**config.mk**
```make
export PLATFORM = sky130hd
export DESIGN_NAME = ringtone_note_token_parser_flat
export DESIGN_NICKNAME = d
export VERILOG_FILES = /design/src/rtnp_pkg.sv /design/src/rtnp_stream_if.sv /design/src/rtnp_char_class.sv /design/src/rtnp_note_calc.sv /design/src/rtnp_token_core.sv /design/src/ringtone_note_token_parser.sv /design/src/flat_wrapper.sv
export SDC_FILE = /design/constraint.sdc
export NUM_CORES = 1
export LEC_CHECK = 0
export ABC_AREA = 1
export BUFFER_PORTS_ARGS = -buffer_cell sky130_fd_sc_hd__buf_2
export CAP_MARGIN = 10
export CORE_MARGIN = 2
export CORE_UTILIZATION = 40
export CTS_CLUSTER_DIAMETER = 60
export DETAILED_ROUTE_END_ITERATION = 10
export GPL_TIMING_DRIVEN = 0
export PLACE_DENSITY = 0.63
export REMOVE_ABC_BUFFERS = 1
export SYNTH_ARGS = -nofsm -noshare
export SYNTH_HDL_FRONTEND = slang
export SYNTH_SLANG_ARGS = --single-unit
```
**constraint.sdc**
```tcl
create_clock -name clk -period 6.34 [get_ports clk]
set_clock_uncertainty 0.15 [all_clocks]
set_input_delay 0.951 -clock clk [delete_from_list [all_inputs] [get_ports clk]]
set_output_delay 0.951 -clock clk [all_outputs]
set_load 0.02 [all_outputs]
```
**src/rtnp_pkg.sv**
```systemverilog
// Shared types, constants and helpers for the ringtone note token parser.
// No dependencies; every other file in src but rtnp_stream_if refers to this package by scoped name.
package rtnp_pkg;

    // Configuration register indexes
    localparam int CFG_IDX_W = 1;
    localparam logic [CFG_IDX_W-1:0] CFG_DEFAULT_DURATION = 1'd0;
    localparam logic [CFG_IDX_W-1:0] CFG_DEFAULT_OCTAVE   = 1'd1;

    localparam logic [7:0] RST_DEFAULT_DURATION = 8'd4;
    localparam logic [4:0] RST_DEFAULT_OCTAVE   = 5'd6;

    // Limits and codes
    localparam logic [7:0] MAX_DURATION     = 8'd128;
    localparam logic [7:0] MAX_OCTAVE       = 8'd16;
    localparam logic [4:0] MAX_DOTS         = 5'd16;
    localparam logic [4:0] DOTS_SAT         = 5'd31;
    localparam logic [7:0] ACC_SAT          = 8'd255;
    localparam logic [7:0] PAUSE_CODE       = 8'hFF;

    // Characters
    localparam logic [7:0] CH_SHARP_A = 8'h23;  // '#'
    localparam logic [7:0] CH_SHARP_B = 8'h5F;  // '_'
    localparam logic [7:0] CH_DOT     = 8'h2E;  // '.'
    localparam logic [7:0] CH_COMMA   = 8'h2C;  // ','
    localparam logic [7:0] CH_SPACE   = 8'h20;
    localparam logic [7:0] CH_TAB     = 8'h09;
    localparam logic [7:0] CH_ZERO    = 8'h30;
    localparam logic [7:0] CH_NINE    = 8'h39;
    localparam logic [7:0] CH_UPPER_A = 8'h41;
    localparam logic [7:0] CH_UPPER_G = 8'h47;
    localparam logic [7:0] CH_UPPER_P = 8'h50;
    localparam logic [7:0] CH_UPPER_Z = 8'h5A;
    localparam logic [7:0] CH_LOWER_A = 8'h61;
    localparam logic [7:0] CH_LOWER_Z = 8'h7A;
    localparam logic [7:0] CASE_OFFSET = 8'd32;

    // Letter codes: 1..7 are A..G
    localparam logic [3:0] LETTER_NONE  = 4'd0;
    localparam logic [3:0] LETTER_A     = 4'd1;
    localparam logic [3:0] LETTER_P     = 4'd8;
    localparam logic [3:0] LETTER_OTHER = 4'd9;

    typedef struct packed {
        logic       digit_hit;
        logic [3:0] digit;
        logic [3:0] letter;
        logic       is_sharp;
        logic       is_dot;
        logic       is_blank;
        logic       is_comma;
    } char_class_t;

    typedef struct packed {
        logic [7:0] duration;
        logic [3:0] letter;
        logic       sharp;
        logic [7:0] octave;
        logic [4:0] dots;
    } token_t;

    typedef struct packed {
        logic [7:0] semitone;
        logic [7:0] note_length;
        logic [4:0] dot_count;
        logic       is_error;
    } result_t;

    // Semitone offset of a letter within its octave (index is letter code mod 8)
    function automatic logic [3:0] pitch_of(input logic [2:0] idx);
        logic [3:0] p;
        case (idx)
            3'd1:    p = 4'd9;
            3'd2:    p = 4'd11;
            3'd3:    p = 4'd0;
            3'd4:    p = 4'd2;
            3'd5:    p = 4'd4;
            3'd6:    p = 4'd5;
            3'd7:    p = 4'd7;
            default: p = 4'd0;
        endcase
        return p;
    endfunction

    // acc*10 + digit, saturating at 255
    function automatic logic [7:0] add_digit(input logic [7:0] acc, input logic [3:0] d);
        logic [11:0] v;
        v = {1'b0, acc, 3'b000} + {3'b000, acc, 1'b0} + {8'd0, d};
        return (v > {4'd0, ACC_SAT}) ? ACC_SAT : v[7:0];
    endfunction

endpackage

```
**src/rtnp_stream_if.sv**
```systemverilog
// Valid/ready stream interfaces for the character input and the note output.
// Uses no package; the note payload is carried as separate logic fields.
interface rtnp_char_if;
    logic       valid;
    logic       ready;
    logic [7:0] char_code;
    logic       end_of_text;

    modport source (output valid, output char_code, output end_of_text, input ready);
    modport sink   (input valid, input char_code, input end_of_text, output ready);
endinterface

interface rtnp_note_if;
    logic       valid;
    logic       ready;
    logic [7:0] semitone;
    logic [7:0] note_length;
    logic [4:0] dot_count;
    logic       is_error;

    modport source (output valid, output semitone, output note_length,
                    output dot_count, output is_error, input ready);
    modport sink   (input valid, input semitone, input note_length,
                    input dot_count, input is_error, output ready);
endinterface

```
**src/rtnp_char_class.sv**
```systemverilog
// Character classifier: decodes one text byte into digit, letter and mark flags.
// Depends on rtnp_pkg.
module rtnp_char_class (
    input  logic [7:0]           char_code,
    output rtnp_pkg::char_class_t cls
);

    logic [7:0] upper;
    logic [7:0] digit_full;
    logic [7:0] letter_full;

    // Fold lower case onto upper case
    always_comb
    begin
        if (char_code >= rtnp_pkg::CH_LOWER_A && char_code <= rtnp_pkg::CH_LOWER_Z)
            upper = char_code - rtnp_pkg::CASE_OFFSET;
        else
            upper = char_code;
        digit_full  = char_code - rtnp_pkg::CH_ZERO;
        letter_full = upper - rtnp_pkg::CH_UPPER_A + {4'd0, rtnp_pkg::LETTER_A};
    end

    // Build the class flags
    always_comb
    begin
        cls.digit_hit = (char_code >= rtnp_pkg::CH_ZERO) && (char_code <= rtnp_pkg::CH_NINE);
        cls.digit     = digit_full[3:0];
        if (upper >= rtnp_pkg::CH_UPPER_A && upper <= rtnp_pkg::CH_UPPER_G)
            cls.letter = letter_full[3:0];
        else if (upper == rtnp_pkg::CH_UPPER_P)
            cls.letter = rtnp_pkg::LETTER_P;
        else if (upper >= rtnp_pkg::CH_UPPER_A && upper <= rtnp_pkg::CH_UPPER_Z)
            cls.letter = rtnp_pkg::LETTER_OTHER;
        else
            cls.letter = rtnp_pkg::LETTER_NONE;
        cls.is_sharp = (char_code == rtnp_pkg::CH_SHARP_A) || (char_code == rtnp_pkg::CH_SHARP_B);
        cls.is_dot   = (char_code == rtnp_pkg::CH_DOT);
        cls.is_blank = (char_code == rtnp_pkg::CH_SPACE) || (char_code == rtnp_pkg::CH_TAB);
        cls.is_comma = (char_code == rtnp_pkg::CH_COMMA);
    end

endmodule

```
**src/rtnp_note_calc.sv**
```systemverilog
// Token closer: applies defaults, validates a token and forms the note result.
// Depends on rtnp_pkg.
module rtnp_note_calc (
    input  rtnp_pkg::token_t  tok,
    input  logic [7:0]        default_duration,
    input  logic [4:0]        default_octave,
    output rtnp_pkg::result_t result,
    output logic              invalid
);

    logic [7:0] dur;
    logic [7:0] oct;
    logic       ok;
    logic [7:0] semi;
    logic [7:0] base;

    // Substitute defaults and check ranges
    always_comb
    begin
        dur = (tok.duration != 8'd0) ? tok.duration : default_duration;
        oct = (tok.octave != 8'd0) ? tok.octave : {3'd0, default_octave};
        ok  = (dur != 8'd0) && (dur <= rtnp_pkg::MAX_DURATION)
              && (tok.letter != rtnp_pkg::LETTER_NONE) && (tok.letter <= rtnp_pkg::LETTER_P)
              && (oct <= rtnp_pkg::MAX_OCTAVE) && (tok.dots <= rtnp_pkg::MAX_DOTS);
        invalid = !ok;
    end

    // Octave times twelve as shift-add, then pitch and sharp; a pause takes the pause code
    always_comb
    begin
        base = {oct[4:0], 3'b000} + {1'b0, oct[4:0], 2'b00};
        if (tok.letter == rtnp_pkg::LETTER_P)
            semi = rtnp_pkg::PAUSE_CODE;
        else
            semi = base + {4'd0, rtnp_pkg::pitch_of(tok.letter[2:0])} + {7'd0, tok.sharp};
    end

    // On error zero all other fields and set is_error
    always_comb
    begin
        if (ok)
        begin
            result.semitone    = semi;
            result.note_length = dur;
            result.dot_count   = tok.dots;
            result.is_error    = 1'b0;
        end
        else
        begin
            result.semitone    = 8'd0;
            result.note_length = 8'd0;
            result.dot_count   = 5'd0;
            result.is_error    = 1'b1;
        end
    end

endmodule

```
**src/rtnp_token_core.sv**
```systemverilog
// Token parser state machine: field accumulators, phase and error latch.
// Depends on rtnp_pkg and rtnp_note_calc.
module rtnp_token_core (
    input  logic                  clk,
    input  logic                  rst_n,
    input  logic                  step_en,
    input  rtnp_pkg::char_class_t cls,
    input  logic                  last,
    input  logic [7:0]            default_duration,
    input  logic [4:0]            default_octave,
    output logic                  emit,
    output rtnp_pkg::result_t     result
);

    typedef enum logic [2:0] {
        PH_IDLE,
        PH_DUR,
        PH_SHARP,
        PH_OCT,
        PH_DOTS,
        PH_SKIP
    } phase_t;

    phase_t           phase_reg;
    phase_t           phase_work;
    phase_t           phase_step;
    phase_t           phase_next;
    rtnp_pkg::token_t tok_reg;
    rtnp_pkg::token_t tok_work;
    rtnp_pkg::token_t tok_step;
    rtnp_pkg::token_t tok_next;
    logic             err_reg;
    logic             err_next;
    logic             close;
    logic             invalid;

    // Advance the token by one character
    always_comb
    begin
        phase_work = phase_reg;
        tok_work   = tok_reg;
        if (phase_reg == PH_IDLE && !cls.is_blank)
        begin
            phase_work = PH_DUR;
            tok_work   = '0;
        end
        phase_step = phase_work;
        tok_step   = tok_work;
        if (!(phase_work != PH_IDLE && cls.is_comma))
        begin
            unique case (phase_work)
                PH_DUR:
                begin
                    if (cls.digit_hit)
                        tok_step.duration = rtnp_pkg::add_digit(tok_work.duration, cls.digit);
                    else
                    begin
                        tok_step.letter = cls.letter;
                        phase_step = (cls.letter != rtnp_pkg::LETTER_NONE) ? PH_SHARP : PH_SKIP;
                    end
                end
                PH_SHARP:
                begin
                    if (cls.is_sharp)
                    begin
                        tok_step.sharp = 1'b1;
                        phase_step     = PH_OCT;
                    end
                    else if (cls.digit_hit)
                    begin
                        tok_step.octave = rtnp_pkg::add_digit(tok_work.octave, cls.digit);
                        phase_step      = PH_OCT;
                    end
                    else if (cls.is_dot)
                    begin
                        tok_step.dots = 5'd1;
                        phase_step    = PH_DOTS;
                    end
                    else
                        phase_step = PH_SKIP;
                end
                PH_OCT:
                begin
                    if (cls.digit_hit)
                        tok_step.octave = rtnp_pkg::add_digit(tok_work.octave, cls.digit);
                    else if (cls.is_dot)
                    begin
                        tok_step.dots = 5'd1;
                        phase_step    = PH_DOTS;
                    end
                    else
                        phase_step = PH_SKIP;
                end
                PH_DOTS:
                begin
                    if (cls.is_dot)
                    begin
                        if (tok_work.dots < rtnp_pkg::DOTS_SAT)
                            tok_step.dots = tok_work.dots + 5'd1;
                    end
                    else
                        phase_step = PH_SKIP;
                end
                PH_IDLE, PH_SKIP:
                begin
                end
                default:
                begin
                end
            endcase
        end
        close = !err_reg && (phase_step != PH_IDLE) && (cls.is_comma || last);
    end

    rtnp_note_calc u_note_calc (
        .tok              (tok_step),
        .default_duration (default_duration),
        .default_octave   (default_octave),
        .result           (result),
        .invalid          (invalid)
    );

    // Choose next state: hold on error, clear on close or end of text
    always_comb
    begin
        phase_next = phase_reg;
        tok_next   = tok_reg;
        err_next   = err_reg;
        if (!err_reg)
        begin
            if (close)
            begin
                phase_next = PH_IDLE;
                tok_next   = '0;
                err_next   = invalid;
            end
            else
            begin
                phase_next = phase_step;
                tok_next   = tok_step;
            end
        end
        if (last)
        begin
            phase_next = PH_IDLE;
            tok_next   = '0;
            err_next   = 1'b0;
        end
        emit = close;
    end

    // Hold parser state
    always_ff @(posedge clk or negedge rst_n)
    begin
        if (!rst_n)
        begin
            phase_reg <= PH_IDLE;
            tok_reg   <= '0;
            err_reg   <= 1'b0;
        end
        else if (step_en)
        begin
            phase_reg <= phase_next;
            tok_reg   <= tok_next;
            err_reg   <= err_next;
        end
    end

endmodule

```
**src/ringtone_note_token_parser.sv**
```systemverilog
// Top level of the ringtone note token parser: input register, config registers,
// token core and output register. Depends on rtnp_pkg, rtnp_stream_if,
// rtnp_char_class and rtnp_token_core.
//
//   port       | dir  | transaction carries
//   -----------+------+--------------------------------------------------------
//   char_in    | sink | char_code, end_of_text (one text byte)
//   note_out   | src  | semitone, note_length, dot_count, is_error (per token)
//   cfg_*      | in   | write of default_duration (0) or default_octave (1)
//
// One character per cycle sustained while results can drain. A character passes
// an input register, is parsed against the token state, and a closing character
// loads the output register when the parse step is taken. The input register and
// the output register decouple the two sides: a character is taken while a
// result waits, and only a result that cannot be loaded holds the parse step.
// Reset clears the valid flags and parser state; defaults return to 4 and 6.
module ringtone_note_token_parser (
    input  logic                          clk,
    input  logic                          rst_n,
    rtnp_char_if.sink                     char_in,
    rtnp_note_if.source                   note_out,
    input  logic                          cfg_we,
    input  logic [rtnp_pkg::CFG_IDX_W-1:0] cfg_index,
    input  logic [7:0]                    cfg_wdata
);

    logic                  in_valid_reg;
    logic [7:0]            char_reg;
    logic                  last_reg;
    logic                  out_valid_reg;
    rtnp_pkg::result_t     result_reg;
    logic [7:0]            default_duration_reg;
    logic [4:0]            default_octave_reg;
    logic                  step_en;
    logic                  emit;
    rtnp_pkg::result_t     result;
    rtnp_pkg::char_class_t cls;

    // Step when a character is held and its result, if any, has room
    assign step_en       = in_valid_reg && (!emit || !out_valid_reg || note_out.ready);
    assign char_in.ready = !in_valid_reg || step_en;

    // Hold the incoming character
    always_ff @(posedge clk or negedge rst_n)
    begin
        if (!rst_n)
            in_valid_reg <= 1'b0;
        else if (char_in.ready)
            in_valid_reg <= char_in.valid;
    end

    always_ff @(posedge clk)
    begin
        if (char_in.valid && char_in.ready)
        begin
            char_reg <= char_in.char_code;
            last_reg <= char_in.end_of_text;
        end
    end

    // Configuration registers
    always_ff @(posedge clk or negedge rst_n)
    begin
        if (!rst_n)
        begin
            default_duration_reg <= rtnp_pkg::RST_DEFAULT_DURATION;
            default_octave_reg   <= rtnp_pkg::RST_DEFAULT_OCTAVE;
        end
        else if (cfg_we)
        begin
            unique case (cfg_index)
                rtnp_pkg::CFG_DEFAULT_DURATION: default_duration_reg <= cfg_wdata;
                rtnp_pkg::CFG_DEFAULT_OCTAVE:   default_octave_reg   <= cfg_wdata[4:0];
                default:
                begin
                end
            endcase
        end
    end

    rtnp_char_class u_char_class (
        .char_code (char_reg),
        .cls       (cls)
    );

    rtnp_token_core u_token_core (
        .clk              (clk),
        .rst_n            (rst_n),
        .step_en          (step_en),
        .cls              (cls),
        .last             (last_reg),
        .default_duration (default_duration_reg),
        .default_octave   (default_octave_reg),
        .emit             (emit),
        .result           (result)
    );

    // Load or drain the output register
    always_ff @(posedge clk or negedge rst_n)
    begin
        if (!rst_n)
            out_valid_reg <= 1'b0;
        else if (step_en && emit)
            out_valid_reg <= 1'b1;
        else if (note_out.ready)
            out_valid_reg <= 1'b0;
    end

    always_ff @(posedge clk)
    begin
        if (step_en && emit)
            result_reg <= result;
    end

    assign note_out.valid       = out_valid_reg;
    assign note_out.semitone    = result_reg.semitone;
    assign note_out.note_length = result_reg.note_length;
    assign note_out.dot_count   = result_reg.dot_count;
    assign note_out.is_error    = result_reg.is_error;

endmodule
```
**src/flat_wrapper.sv**
```systemverilog
// flat-port wrapper written by rule: the top's interface ports become plain ports
module ringtone_note_token_parser_flat 
  (clk, rst_n, cfg_we, cfg_index, cfg_wdata, char_in_valid, char_in_char_code, char_in_end_of_text, char_in_ready, note_out_valid, note_out_semitone, note_out_note_length, note_out_dot_count, note_out_is_error, note_out_ready);
  rtnp_char_if char_in_i ();
  rtnp_note_if note_out_i ();
  input  logic clk;
  input  logic rst_n;
  input  logic cfg_we;
  input  logic [rtnp_pkg::CFG_IDX_W-1:0] cfg_index;
  input  logic [7:0] cfg_wdata;
  input wire logic [$bits(char_in_i.valid)-1:0] char_in_valid;
  input wire logic [$bits(char_in_i.char_code)-1:0] char_in_char_code;
  input wire logic [$bits(char_in_i.end_of_text)-1:0] char_in_end_of_text;
  output wire logic [$bits(char_in_i.ready)-1:0] char_in_ready;
  output wire logic [$bits(note_out_i.valid)-1:0] note_out_valid;
  output wire logic [$bits(note_out_i.semitone)-1:0] note_out_semitone;
  output wire logic [$bits(note_out_i.note_length)-1:0] note_out_note_length;
  output wire logic [$bits(note_out_i.dot_count)-1:0] note_out_dot_count;
  output wire logic [$bits(note_out_i.is_error)-1:0] note_out_is_error;
  input wire logic [$bits(note_out_i.ready)-1:0] note_out_ready;
  assign char_in_i.valid = char_in_valid;
  assign char_in_i.char_code = char_in_char_code;
  assign char_in_i.end_of_text = char_in_end_of_text;
  assign char_in_ready = char_in_i.ready;
  assign note_out_valid = note_out_i.valid;
  assign note_out_semitone = note_out_i.semitone;
  assign note_out_note_length = note_out_i.note_length;
  assign note_out_dot_count = note_out_i.dot_count;
  assign note_out_is_error = note_out_i.is_error;
  assign note_out_i.ready = note_out_ready;
  ringtone_note_token_parser u_core (.clk(clk), .rst_n(rst_n), .char_in(char_in_i), .note_out(note_out_i), .cfg_we(cfg_we), .cfg_index(cfg_index), .cfg_wdata(cfg_wdata));
endmodule
```
* After elaboration in Yosys (flattened, before gate mapping)
Index checks and enable logic that the tools add are counted.
Operators by class: add/subtract/negate cells 12, equality and inequality tests 19, magnitude comparators 14, mux-type cells 48, bitwise operators 1, reductions and logical operators 40
Operator list (count):
- 26-bit 2-to-1 mux | 5
- 8-bit 2-to-1 mux | 8
- 3-bit 2-to-1 mux | 11
- 8-bit by 6-bit == test with 1-bit output (second input constant) | 4
- 11-bit by 9-bit adder with 12-bit output | 2
- 12-bit by 4-bit adder with 12-bit output | 2
- 12-bit by 8-bit > comparator with 1-bit output (second input constant) | 2
- 8-bit by 7-bit <= comparator with 1-bit output (second input constant) | 3
- 4-bit case mux with 6 select lines | 1
- 8-bit nonzero test | 3
- 4-bit 2-to-1 mux | 5
- 5-bit 2-to-1 mux | 4
- 8-bit by 7-bit == test with 1-bit output (second input constant) | 2
- 8-bit by 7-bit >= comparator with 1-bit output (second input constant) | 2
- 1-bit logical AND | 16
- 8-bit case mux with 2 select lines | 1
- 3-bit == test (second input constant) | 5
- 5-bit case mux with 3 select lines | 1
- 13-bit 2-to-1 mux | 1
- 12-bit 2-to-1 mux | 1
- 3-bit case mux with 4 select lines | 1
- 3-bit by 2-bit == test with 1-bit output (second input constant) | 3
- 1-bit 2-to-1 mux | 9
- 8-bit by 1-bit adder with 8-bit output | 1
- other kinds (25) | 41
Storage, ports and cells: bits of input ports 23, output and inout bits 24, register bits 76, logic and storage cells 151

* Depth between registers and ports, before layout
Gate-level depths: netlist of the first run.
word-level depth 25, depth in mapped cells 35, depth with buffers taken out 33

* Hierarchy
A second synthesis of the first run with hierarchy kept.
Second synthesis, totals: cell total of the unflattened synthesis 829, area, all modules 5993.2 um2
By module, submodules not included:
- rtnp_token_core | seq. area each 750.7 um2, cells each 512, area each 3233.1 um2, times used 1
- ringtone_note_token_parser | seq. area each 1310.0 um2, cells each 96, area each 1556.5 um2, times used 1
- rtnp_note_calc | seq. area each 0.0 um2, cells each 140, area each 772.0 um2, times used 1
- rtnp_char_class | seq. area each 0.0 um2, cells each 81, area each 431.7 um2, times used 1

* Worst setup path before layout of the first run
Ideal clock, no wire load.
path kind register -> register, start point register u_core.char_reg[3], end point register u_core.result_reg, in the netlist u_core.note_out.semitone[7], data pin, arrival time 5.079 ns, setup time 0.257 ns, data required time 5.933 ns, period minus slack after synthesis 5.486 ns, stages on the path, launching flop included 35, buffers on the path 2, slack 0.854 ns, cells stage by stage edfxtp_1 > nor2_2 > nand2_2 > inv_2 > nand2_2 > nand3_2 > buf_6 > buf_2 > nand2_1 > inv_1 > ha_1 > ha_1 > fa_1 > nand3_1 > nand3_1 > a21oi_1 > inv_1 > nand2_2 > nand2_2 > nor2_4 > nand3_1 > a21oi_2 > nand2_1 > nor2_2 > nand3_1 > nand2_1 > fa_1 > ha_1 > nand2_1 > nand2_1 > a21oi_1 > o21ai_0 > a21oi_1 > or2_2 > a21oi_2
Between the ends: cells in the longest elaborated chain, start to end 20, elaborated cells between the ends (all ways) 90, classes of those cells add/sub: 12; order compare: 14; eq/ne: 18; mux: 27; reduce/logical: 19
RTL lines:
- start, declared | RTL line ringtone_note_token_parser.sv:28 | logic [7:0] char_reg;
- start signal, assigned | RTL line ringtone_note_token_parser.sv:56 | char_reg <= char_in.char_code;
- parallel branches: the longest is 11 deep, another holds 11-bit by 9-bit adder with 12-bit output
- 26-bit 2-to-1 mux (*) | RTL line rtnp_token_core.sv:49 | if (!(phase_work != PH_IDLE && cls.is_comma))
- parallel branches: the longest is 8 deep, another holds 8-bit by 7-bit adder with 8-bit output
- end signal, assigned | RTL line ringtone_note_token_parser.sv:112 | result_reg <= result;
- end, declared | RTL line ringtone_note_token_parser.sv:31 | rtnp_pkg::result_t result_reg;
Every way passes the cells marked *. The select of a mux whose other input is x is not followed. A chain may end at the register's enable or synchronous reset.

* Final worst setup path of the first run
start point register u_core.char_reg[3], end point register u_core.result_reg, in the netlist u_core.note_out.semitone[6], data pin
The elaborated chain is that of the path after synthesis.

==> results.json, run 1 <==
{
  "outcome": "finished clean",
  "cts_root_buf": "clkbuf_16",
  "fin_ws_ns": 0.506,
  "maxCapViolCount": 0,
  "hold_buffers": 0,
  "overflow": 0,
  "arrival_ns": 5.87,
  "num_rows": 44,
  "vias": 5310,
  "critPathLaunchType": "flop",
  "slew_viol_final": 0,
  "grt_max_degree": 46,
  "place_inst": 1020,
  "htree_levels": 3,
  "nets": 932,
  "clk_pin_slew_ns": 0.06,
  "coreArea_sq_um": 14500,
  "grt_antenna_before_repair": 0,
  "yosysSeqAreaShare_pct": 34.7,
  "avgSynthCellArea_sq_um": 7.41,
  "port-buffer-count": 46,
  "setup_violations": 0,
  "avgViaCountPerCell": 5.06,
  "syn_area_sq_um": 5950,
  "start_util_pct": 40.9,
  "routedWlPerCell_microns": 13.4,
  "synthTopCellsByCount": "214 x nand2_1, 108 x inv_1, 68 x nor2_1, 60 x nand3_1, 45 x ha_1",
  "tightest_slew_ns": 1.22,
  "dp_hpwl_microns": 10500,
  "async_flop_share_pct": 59.2,
  "finalPower_mw": 1.93,
  "drive_gt1_share_pct": 19.9,
  "synth_cell_types": 50,
  "routed_wl_microns": 14100,
  "dieArea_sq_um": 15900,
  "synth.area.top_cells": "dfrtp_1 18%, edfxtp_1 16%, nand2_1 14%, ha_1 9.5%, inv_1 6.8%",
  "gp_congestion": 0.910,
  "critPathKind": "reg -> reg",
  "yosysWarnings": 0,
  "cp-end-kind": "flop",
  "post-route-util_pct": 47.0,
  "finalHoldViolations": 0,
  "fmax_mhz": 171,
  "leakage_nw": 3.69,
  "dp_slack_ns": -0.487,
  "drt-pass1-iter-count": 4,
  "hold_class": "reg -> reg",
  "largest_reg_flops": 26,
  "yosysMostFrequentCell": "nand2_1",
  "crit_required_ns": 6.37,
  "layout.cells.non_filler": 1049,
  "cp_slowest_stage_delay_ns": 0.53,
  "fin_crit_sh_pct": 92.0,
  "multiInputGateArea_sq_um": 3470,
  "cts_buffers": 9,
  "fin_crit_ns": 5.83,
  "worstPathMaxFanout": 8,
  "area_growth_pct": 14.9,
  "ant_nets": 0,
  "die_h_microns": 126,
  "grt_pass1_vias": 4952,
  "register_area_sq_um": 2060,
  "clock_latency_ns": 0.35,
  "die_x_microns": 126,
  "yosysTopAreaCell": "dfrtp_1",
  "cpMaxStageDelayCell": "edfxtp_1",
  "grt_pass1_wl_microns": 23700,
  "num_antenna_cells": 0,
  "clock_path_buffers": 2,
  "power_density_nw_per_um2": 282,
  "synth_seq_cells": 76,
  "synthCells": 802,
  "drc": 0,
  "boundaryPins": 47,
  "slew_headroom_pct": 18.5,
  "fillCellCount": 1465,
  "grt_usage_pct": 18.4,
  "cts_sinks": 76,
  "ir_drop_uv": 167,
  "cts_tree": "done",
  "drt_iter0_markers": 265,
  "synth_flop_cell": "dfrtp_1",
  "yosysTopAreaCellShare_pct": 17.7,
  "synth-edff-count": 31
}
-- through the flow --
stage | setup TNS [ns] | cell area, sq um | hold slack, ns
floorplan | 0 | 5860 | 0.294
global placement | -1.18 | 6320 | 0.317
detailed placement | -1.56 | 6320 | 0.319
CTS | 0 | 6650 | 0.335
global route | -0.00876 | 6830 | 0.360
finish | 0 | 6830 | 0.334
-- metal layers --
metal / share of wire (%) / track usage (%)
met5: 0 / 0
met1: 48 / 24.8
met4: 3.4 / 8.02
met3: 3.3 / 3.19
met2: 45 / 29.0
-- final timing paths --
check                                                 from                               to  slack (ns)  cells after the start
setup / recovery                        u_core.char_reg[3]      u_core.note_out.semitone[6]        0.51                     32
hold / removal             u_core.u_token_core.tok_reg[16]  u_core.u_token_core.tok_reg[16]        0.33                      2
setup reg to reg                        u_core.char_reg[3]      u_core.note_out.semitone[6]        0.51                     32
hold reg to reg            u_core.u_token_core.tok_reg[16]  u_core.u_token_core.tok_reg[16]        0.33                      2
max in group asynchronous                            rst_n  u_core.u_token_core.tok_reg[20]        4.75                      1
min in group asynchronous                            rst_n   u_core.u_token_core.tok_reg[2]        0.63                      1
-- power breakdown --
part / internal (mW) / switching (mW) / leakage, nW
clock network: 0.291 / 0.217 / 0.148
logic: 0.229 / 0.556 / 2.65
registers: 0.597 / 0.0357 / 0.889
-- kinds of logic (layout without fill, tap and decap cells) --
family,Yosys count,in the layout,share of synthesized area [%]
AOI/OAI and AO/OA,120,120,12.4
xor gates and xnor gates,9,9,1.33
adders and majority gates,49,49,10.8
buffers and inverters,134,196,9.11
DFF,76,76,34.7
muxes,3,3,0.568
and+or+nand+nor,411,412,31.2
-- worst max-delay path: cells and delay by family (launching register included) --
family	cells	cell delay, ns
buffers and inverters	4	0.34
DFF	1	0.53
and+or+nand+nor	18	2.25
adders and majority gates	5	1.67
AOI/OAI and AO/OA	5	0.73
-- cell usage in the layout, fill, tap and decap left out, types with 3 or more instances in the layout --
| cell type | Yosys | routed |
|---|---|---|
| inv_1 | 108 | 108 |
| nand2_1 | 214 | 213 |
| xnor2_1 | 4 | 4 |
| clkinv_4 | 0 | 3 |
| ha_1 | 45 | 45 |
| nor2_1 | 68 | 66 |
| buf_4 | 1 | 12 |
| nor3_1 | 7 | 7 |
| nand4_1 | 11 | 11 |
| dfrtp_1 | 42 | 42 |
| edfxtp_1 | 31 | 31 |
| or2_2 | 4 | 4 |
| dfstp_2 | 3 | 3 |
| o211ai_1 | 4 | 4 |
| nor2_2 | 19 | 18 |
| a21oi_2 | 12 | 18 |
| mux2_2 | 3 | 3 |
| o21ai_0 | 40 | 40 |
| a21oi_4 | 2 | 6 |
| inv_2 | 14 | 14 |
| a21oi_1 | 35 | 25 |
| nand2_2 | 9 | 10 |
| nand3_2 | 1 | 4 |
| buf_2 | 4 | 46 |
| nor2_4 | 6 | 9 |
| o22ai_1 | 5 | 5 |
| clkbuf_16 | 0 | 10 |
| xor2_1 | 5 | 5 |
| o21ai_1 | 6 | 6 |
| fa_1 | 4 | 3 |
| nand3b_1 | 3 | 3 |
| nand3_1 | 60 | 57 |
-- repair_timing --
action | CTS | global route
pin swaps | 1 | 7
buffers inserted | 0 | 12
gates resized for setup | 6 | 19
hold endpoints to repair | 0 | 0
cloned | 1 | 0
endpoints found under the setup margin | 5 | 5
-- final cells by class --
cell class                 instances  area share [%]
timing repair buffer              58            4.69
tap                              184            3.37
inverter                         122            6.70
clock inverter                     6           0.659
clock buffer                      10            3.66
sequential                        76            30.2
multi-input combinational        593            50.8
No activity file was read; power rests on OpenSTA's default activity.
==> run 2, diff against run 1 <==
- ABC_AREA: 1 -> unset
- SLEW_MARGIN: unset -> 20
==> results.json, run 2 <==
{
  "outcome": "finished clean",
  "vias": 5040,
  "avgSynthCellArea_sq_um": 9.62,
  "drt_iter0_markers": 349,
  "r2r_slack_ns": 0.24,
  "arrival_ns": 6.03,
  "dp_hpwl_microns": 11000,
  "synth_seq_cells": 76,
  "critPathKind": "reg -> reg",
  "hold_class": "reg -> reg",
  "slew_viol_final": 0,
  "synth_flop_cell": "dfrtp_1",
  "clk_pin_slew_ns": 0.06,
  "critPathLaunchType": "flop",
  "maxCapViolCount": 0,
  "cts_buffers": 9,
  "grt_max_degree": 46,
  "rsz0062_at_grt": "true",
  "grt_pass1_vias": 5028,
  "grt_usage_pct": 20.2,
  "leakage_nw": 2.99,
  "avgViaCountPerCell": 5.89,
  "synthCells": 606,
  "crit_required_ns": 6.27,
  "drc": 0,
  "finalHoldViolations": 0,
  "setup_violations": 0,
  "synth.area.top_cells": "dfrtp_1 18%, edfxtp_1 16%, ha_1 9.7%, o21ai_0 3.4%, nand2_1 2.8%",
  "htree_levels": 3,
  "routed_wl_microns": 15500,
  "area_growth_pct": 18.0,
  "fin_crit_sh_pct": 96.2,
  "dp_slack_ns": -1.24,
  "die_h_microns": 125,
  "crit_path_frequent_cell": "a21oi_2",
  "cts_sinks": 76,
  "tightest_slew_ns": 0.882,
  "final_common_cell": "buf_2",
  "cp_slowest_stage_delay_ns": 0.50,
  "yosysWarnings": 0,
  "grt_antenna_before_repair": 0,
  "multiInputGateArea_sq_um": 3710,
  "synth-edff-count": 31,
  "finalSetupTns_ns": 0,
  "grt_pass1_wl_microns": 25600,
  "boundaryPins": 47,
  "yosysSeqAreaShare_pct": 35.3,
  "syn_area_sq_um": 5830,
  "coreArea_sq_um": 14400,
  "yosysMostFrequentCell": "ha_1",
  "start_util_pct": 40.6,
  "gp_congestion": 0.919,
  "clock_path_buffers": 2,
  "cpMaxStageDelayCell": "fa_1",
  "critPathTopFamily": "compound AO/OA/AOI/OAI gates",
  "fin_crit_ns": 6.10,
  "port-buffer-count": 46,
  "drt-pass1-iter-count": 5,
  "fmax_mhz": 164,
  "synth_cell_types": 91,
  "register_area_sq_um": 2060,
  "cts_tree": "done",
  "hold_buffers": 0,
  "ir_drop_uv": 159,
  "dieArea_sq_um": 15600,
  "cts_root_buf": "clkbuf_16",
  "ant_nets": 0,
  "overflow": 0,
  "drive_gt1_share_pct": 26.2,
  "fillCellCount": 1318,
  "routedWlPerCell_microns": 18.1,
  "largest_reg_flops": 26,
  "async_flop_share_pct": 59.2,
  "num_rows": 44,
  "yosysTopAreaCell": "dfrtp_1",
  "synthTopCellsByCount": "45 x ha_1, 44 x nand2_1, 42 x dfrtp_1, 40 x o21ai_0, 33 x inv_1",
  "nets": 738,
  "num_antenna_cells": 0,
  "critPathBufInv": 0,
  "die_x_microns": 125,
  "fin_ws_ns": 0.240,
  "clock_latency_ns": 0.35,
  "slew_headroom_pct": 40.7,
  "yosysTopAreaCellShare_pct": 18.0,
  "cp-end-kind": "flop",
  "fin_hold_ws_ns": 0.344,
  "layout_common_cells": "46 x buf_2, 43 x nand2_1, 43 x ha_1",
  "worstPathMaxFanout": 6,
  "crit_chain": "and3b_4 -> o211ai_4 -> a21boi_2 -> ha_1 -> ha_1 -> fa_2 -> a21o_1 -> a21oi_2 -> xnor2_1 -> or4_1 -> o31a_1 -> nor4b_2 -> o21ai_2 -> o21ai_2 -> fa_1 -> ha_4 -> a21o_1 -> a21oi_2 -> o21bai_1 -> a21oi_1 -> xor2_1 -> a21oi_2",
  "power_density_nw_per_um2": 271
}
[run 2: cell types whose count changed in the layout (fill, tap and decap cells not counted), moves of 11 or more]
cell     delta
and2_1     +12
nand3_1    -44
inv_1      -75
inv_2      -14
nand2_1   -170
buf_4      +11
nor2_1     -38
a22o_1     +11
[run 2: final cells by class]
class | count | area share, %
Multi-Input combinational cell | 476 | 53.9
Timing Repair Buffer | 70 | 6.07
Sequential cell | 76 | 30.0
Tap cell | 184 | 3.35
Clock inverter | 6 | 1.33
Inverter | 33 | 1.80
Clock buffer | 10 | 3.64
[run 2: metal layers]
layer	wire length [microns]	vias to the layer above	part of all wire [%]	track usage, %
li1	-	2405	-	-
met1	6900	2417	45	27.1
met2	7140	185	46	32.0
met3	976	33	6.3	3.69
met4	444	0	2.9	8.92
met5	0	-	0	0
[run 2: stage by stage]
stage          instance area (sq um)  power, mW  instances  util (%)
2_1_floorplan                   5700       1.02        584         -
3_3_place_gp                    6160       1.18        814      42.9
3_5_place_dp                    6210       1.20        816      43.2
4_1_cts                         6760       1.84        849      47.0
5_1_grt                         6880       1.96        855      47.9
6_report                        6880       1.87        855      47.9
[run 2: worst paths after layout]
| kind | start | to | cells past startpoint |
|---|---|---|---|
| setup / recovery | u_core.char_reg[3] | u_core.note_out.semitone[7] | 22 |
| hold / removal | u_core.u_token_core.tok_reg[17] | u_core.u_token_core.tok_reg[17] | 2 |
| setup reg to reg | u_core.char_reg[3] | u_core.note_out.semitone[7] | 22 |
| hold reg to reg | u_core.u_token_core.tok_reg[17] | u_core.u_token_core.tok_reg[17] | 2 |
| max in group asynchronous | rst_n | u_core.default_octave_reg[4] | 1 |
| min in group asynchronous | rst_n | u_core.u_token_core.tok_reg[23] | 1 |
[run 2: timing repair]
| action | 4_1_cts | 5_1_grt |
|---|---|---|
| setup endpoints to repair | 23 | 23 |
| buffers inserted | 16 | 6 |
| gates cloned | 1 | 0 |
| gates resized for setup | 24 | 16 |
| pin swaps | 9 | 8 |
[run 2: cell families after synthesis]
logic type,share of synthesized area (%)
buffers and inverters,4.42
flip-flops,35.3
adder cells (fa/ha/maj),11.0
XOR/XNOR,2.55
AO/OA/AOI/OAI,22.7
multiplexers,3.22
AND/OR/NAND/NOR,20.7
[run 2: worst min-delay path, stage by stage (launching register included)]
cell	delay, ns
dfrtp_1	0.35
nand2_1	0.05
o21ai_0	0.06
[run 2: where the power goes]
group / leakage (nW) / internal, mW / switching (mW)
Combinational: 1.93 / 0.220 / 0.428
Clock: 0.169 / 0.372 / 0.219
Sequential: 0.885 / 0.584 / 0.0441
